===== src/hdl/assert_macros.svh =====
// ----------------------------------------------------------------------------
// Assertion macros
// Concurrent assertion shorthands shared by the RTL; compiled out when
// NO_ASSERTIONS is defined.
// ----------------------------------------------------------------------------
`ifndef ASSERT_MACROS_SVH
`define ASSERT_MACROS_SVH

`ifndef NO_ASSERTIONS

`define ASSERT_ALWAYS(label, clk, rst_n, expr) \
    label: assert property (@(posedge clk) disable iff (!(rst_n)) (expr)) \
        else $error("assertion failed");

`define ASSERT_IMPLIES(label, clk, rst_n, ante, cons) \
    label: assert property (@(posedge clk) disable iff (!(rst_n)) (ante) |-> (cons)) \
        else $error("assertion failed");

`define ASSERT_NEXT(label, clk, rst_n, ante, cons) \
    label: assert property (@(posedge clk) disable iff (!(rst_n)) (ante) |=> (cons)) \
        else $error("assertion failed");

`else

`define ASSERT_ALWAYS(label, clk, rst_n, expr)
`define ASSERT_IMPLIES(label, clk, rst_n, ante, cons)
`define ASSERT_NEXT(label, clk, rst_n, ante, cons)

`endif

`endif


===== src/hdl/lzsd_pkg.sv =====
// ----------------------------------------------------------------------------
// lzsd_pkg
// Shared types and constants of the LZSS stream decompressor.
// ----------------------------------------------------------------------------
`default_nettype none

package lzsd_pkg;

    localparam int WINDOW_DEPTH = 4096;
    localparam int WIN_AW       = $clog2(WINDOW_DEPTH);
    localparam int HDR_BYTES    = 4;
    localparam int HDR_W        = 3;
    localparam int GROUP_TOKENS = 8;
    localparam int FLAGS_W      = 4;
    localparam int MIN_MATCH    = 3;
    localparam int LEN_W        = 5;
    localparam int SIZE_W       = 32;

    typedef enum logic [1:0] {
        S_CLEAR,
        S_IDLE,
        S_COPY_RD,
        S_COPY_WR
    } t_state;

    typedef enum logic [1:0] {
        PH_CTRL,
        PH_TOKEN,
        PH_MATCH2
    } t_phase;

    // controller -> datapath
    typedef struct packed {
        logic clear_wr;
        logic accept;
        logic copy_rd;
        logic copy_wr;
    } t_cmd;

    // datapath -> controller
    typedef struct packed {
        logic wp_last;
        logic in_emits;
        logic in_starts_copy;
        logic out_free;
        logic copy_end;
    } t_stat;

endpackage

`default_nettype wire


===== src/hdl/lzsd_ctrl.sv =====
// ----------------------------------------------------------------------------
// lzsd_ctrl
// Sequencer: window clear after reset, input accept and match copy steps.
// ----------------------------------------------------------------------------
`default_nettype none

module lzsd_ctrl
    import lzsd_pkg::*;
(
    input  wire logic  i_clk,
    input  wire logic  i_rst_n,
    input  wire logic  i_in_valid,
    output logic       o_in_ready,
    input  wire t_stat i_stat,
    output t_cmd       o_cmd,
    output t_state     o_state
);

    t_state r_state, n_state;

    always_ff @(posedge i_clk) begin
        if (!i_rst_n) begin
            r_state <= S_CLEAR;
        end else begin
            r_state <= n_state;
        end
    end

    always_comb begin
        n_state    = r_state;
        o_cmd      = '0;
        o_in_ready = 1'b0;
        case (r_state)
            S_CLEAR: begin
                o_cmd.clear_wr = 1'b1;
                if (i_stat.wp_last) begin
                    n_state = S_IDLE;
                end
            end
            S_IDLE: begin
                // hold off only a literal while the output word is still unread
                o_in_ready   = !i_stat.in_emits || i_stat.out_free;
                o_cmd.accept = i_in_valid && o_in_ready;
                if (o_cmd.accept && i_stat.in_starts_copy) begin
                    n_state = S_COPY_RD;
                end
            end
            S_COPY_RD: begin
                o_cmd.copy_rd = 1'b1;
                n_state       = S_COPY_WR;
            end
            S_COPY_WR: begin
                if (i_stat.out_free) begin
                    o_cmd.copy_wr = 1'b1;
                    n_state = i_stat.copy_end ? S_IDLE : S_COPY_RD;
                end
            end
            default: begin
                n_state = S_IDLE;
            end
        endcase
    end

    assign o_state = r_state;

endmodule

`default_nettype wire


===== config.mk =====
export PLATFORM = sky130hd
export DESIGN_NAME = lzsd_ctrl
export DESIGN_NICKNAME = d
export VERILOG_FILES = /design/src/hdl/assert_macros.svh /design/src/hdl/lzsd_pkg.sv /design/src/hdl/lzsd_ctrl.sv
export SDC_FILE = /design/constraint.sdc
export NUM_CORES = 1
export LEC_CHECK = 0
export BUFFER_PORTS_ARGS = -buffer_cell sky130_fd_sc_hd__buf_4
export CAP_MARGIN = 20
export CORE_AREA = 2 2 39 41
export DETAILED_ROUTE_END_ITERATION = 16
export DIE_AREA = 0 0 41 43
export SYNTH_ARGS = -nofsm -noshare
export SYNTH_HDL_FRONTEND = slang
export SYNTH_SLANG_ARGS = --single-unit

===== constraint.sdc =====
create_clock -name i_clk -period 0.8 [get_ports i_clk]
set_input_delay 0 -clock i_clk [delete_from_list [all_inputs] [get_ports i_clk]]
set_output_delay 0 -clock i_clk [all_outputs]
set_load 0.005 [all_outputs]

### After elaboration in Yosys (flattened, before gate mapping)

Index checks and enable logic that the tools add are counted.

| storage, ports and cells | value |
|---|---|
| flip-flop bits (word level) | 2 |
| input port bits | 8 |
| output and inout bits | 7 |

| cells by class | value |
|---|---|
| equality and inequality tests | 6 |
| mux-type cells | 11 |
| reduce and logical (&&, ||, !) cells | 6 |

Operators with widths:

| cell | count |
|---|---|
| $mux 2 | 4 |
| $pmux 2 s4 | 1 |
| $mux 1 | 6 |
| $ne 2x2->1 const B | 3 |
| $eq 2x2->1 const B | 2 |
| $reduce_and 3->1 | 1 |
| $eq 2x1->1 const B | 1 |
| $logic_and 1x1->1 | 2 |
| $logic_not 2->1 | 1 |
| $logic_not 1->1 | 1 |
| $logic_or 1x1->1 | 1 |

### Longest topological paths before layout

| logic depth | value |
|---|---|
| depth in word-level cells | 6 |
| mapped depth | 3 |
| gate-level depth less buffers | 3 |

### Worst setup path after synthesis

No wires, ideal clock.

| timing path | value |
|---|---|
| path type | reg-to-output |
| from | register r_state[0] (netlist: o_state[0]) |
| to | output o_cmd[2] in the netlist's numbering |
| arrival | 0.856 ns |
| required time | 0.800 ns |
| setup slack | -0.056 ns |
| cell stages (with the launch flop) | 3 |
| path buffers | 0 |
| path through | dfxtp_1 nor3b_1 and2_1 |

RTL lines:

| element | RTL line | RTL |
|---|---|---|
| from (decl) | lzsd_ctrl.sv:19 | `t_state r_state, n_state;` |
| from (signal assigned) | lzsd_ctrl.sv:25 | `r_state <= n_state;` |
| to (decl) | lzsd_ctrl.sv:15 | `output t_cmd o_cmd,` |

==> metrics.cfg <==
[hold_path]
min_path_type = in -> reg

[sta]
max_slew_margin = 0.750
layout_setup_ws_ns = -0.216
rsz0062_at_grt = true
fmax_mhz = 984
hold_viol_final = 0
max_slew.worst_pin.slew_ns = 0.374
post-route-period-util = 1.27
min_period_ns = 1.02
setup_violations = 9
fin_hold_ws_ns = 0.0107
finalClockSkew_ns = 0.000757
final_max_slew_viol_count = 0

[pwr]
p_leak_uw = 0.000180
p_per_area_nw_per_um2 = 1230
ir_drop_v = 0.000197

[logic_synthesis]
synth-simple-area-share = 0.408
syn_area_um2 = 129
synth_top_family_by_area = simple AND/OR/NAND/NOR gates
synth_compound_area_frac = 0.223
yosys_warnings = 0
yosys.area_share.adder = 0
synth_cells = 16
avgSynthCellArea_um2 = 8.05
synth-seq-cells = 2
syn_nets = 24
yosysSeqAreaShare = 0.311
yosys.area_share.xor_xnor = 0
synthMuxAreaShare = 0
synth_cell_types = 13

[floorplan]
start_util = 0.0931
ios = 15
core-area_um2 = 1380
die_w_um = 41
rows = 14
die_area_um2 = 1760
die_h_um = 43

[flow_run]
maxCapViolCount = 0

[place]
hpwl_um = 367
place_congestion = 0.633
numPortBuffers = 14
postPlaceCellArea_um2 = 293
pre_cts_ws_ns = -0.0776
place_inst = 49

[finish]
insertedDiodeCount = 0
final_common_cell = buf_4
layout.nets = 48
fillers = 150
drive_gt1_frac = 0.842
largest_reg_flops = 2
area_growth_pct = 215
layout_common_cells = 10 x buf_4, 9 x buf_6, 3 x clkbuf_4, 2 x nor2_4, 2 x dfxtp_4
fin_cells = 54
stdcell_area_um2 = 405

[critical_path]
reg2reg_depth = 3
worstSetupEndpointType = output pin
r2r_slack_ns = -0.16
r2r_start = o_state[1]
reg2reg_to = o_state[1]
cp.arrival_ns = 1.02
setup.worst_path.start = o_state[1]
required_ns = 0.80
cp-endpoint = o_cmd[2]
startpoint_type = flop
path_max_fanout = 5
crit_type = reg -> out

[cts]
clk_pin_slew_ns = 0.03
cts-hold-fix-buffers = 0
clockRootBuffer = clkbuf_4
cts_buffer_depth = 2
htree_levels = 1
cts_tree = done
clkSinkCount = 2
clock_latency_ns = 0.22
cts-buffers-inserted = 3

[drt]
ant_nets = 0
wirelength_um = 477
wl_per_cell_um = 8.83
viasPerCell = 3.74
vias = 202
drc = 0
drt_pre_antenna_iters = 1
drt_iter0_drc = 0

[global_routing]
grt_pass1_wl_um = 696
overflow = 0
antenna_found_initial = 0
grt_usage = 0.0661
grt_pass1_vias = 188
grt_max_degree = 7

[outcome]
status = finished with violations
violations = setup timing

cells by family after synthesis:
family / after synthesis
buffers and inverters: 2
flip-flops: 2
AND/OR/NAND/NOR: 8
AO/OA/AOI/OAI: 4
per-stage QoR:
step / total power [uW] / setup TNS, ns / utilization
5_1_grt: 548 / -1.66 / 0.293
3_5_place_dp: 234 / -0.118 / 0.212
2_1_floorplan: 157 / -0.00913 / -
3_3_place_gp: 233 / -0.111 / 0.212
6_report: 499 / -1.29 / 0.293
4_1_cts: 465 / -1.08 / 0.246
timing repair:
item | in CTS | in global routing
buffers inserted | 1 | 1
endpoints found under the setup margin | 9 | 9
resized for setup | 5 | 16
pin swaps | 6 | 3
final cells by class:
| type | instances | area [um^2] | share of cell area |
|---|---|---|---|
| clock buffer | 3 | 22.5 | 0.0556 |
| inverter | 2 | 10.0 | 0.0247 |
| multi-input combinational | 12 | 129 | 0.318 |
| sequential | 2 | 47.5 | 0.117 |
| tap | 16 | 20.0 | 0.0494 |
| timing repair buffer | 19 | 176 | 0.435 |
metal layers:
layer  GRT usage  vias to the layer above  wire length (um)
li1            -                      101                 -
met2       0.103                        5               332
met5           0                        -                 0
met3      0.0157                        0                21
met4       0.100                        0                 0
met1      0.0478                       96               123
worst min-delay path by stage:
stage	startpoint	slack (ns)	to	cells past startpoint
final	i_rst_n	0.01	o_state[1]	2
after global routing	i_rst_n	0.002	o_state[1]	2
after floorplan	i_in_valid	0.11	o_cmd[2]	1
after detailed placement	i_rst_n	0.24	o_state[1]	2
after CTS	i_rst_n	0.009	o_state[1]	2
after global placement	i_rst_n	0.22	o_state[1]	2
synthesized netlist by cell type (all sizes together):
library cell  n  share of area
a211oi        1          0.058
a31oi         1          0.049
and2          1          0.049
and3          1          0.049
dfxtp         2           0.31
inv           2          0.058
nand2         1          0.029
nor2          2          0.058
nor2b         1          0.049
nor3b         1          0.058
nor4b         1           0.12
o21a          1          0.058
o31ai         1          0.058
critical path: stages, from the launching register on:
cell and delay, ns:
dfxtp_4 0.36, nor3b_4 0.19, and2_4 0.17, buf_6 0.08
power breakdown:
| part | internal, uW | total [uW] | leakage [uW] | switching [uW] |
|---|---|---|---|---|
| clock network | 165 | 216 | 0.0000138 | 51.2 |
| registers | 106 | 116 | 0.0000178 | 10.0 |
| logic | 111 | 167 | 0.000148 | 56.5 |
| total | 382 | 499 | 0.000180 | 118 |
Note: power is estimated with default switching activity, not from simulation.
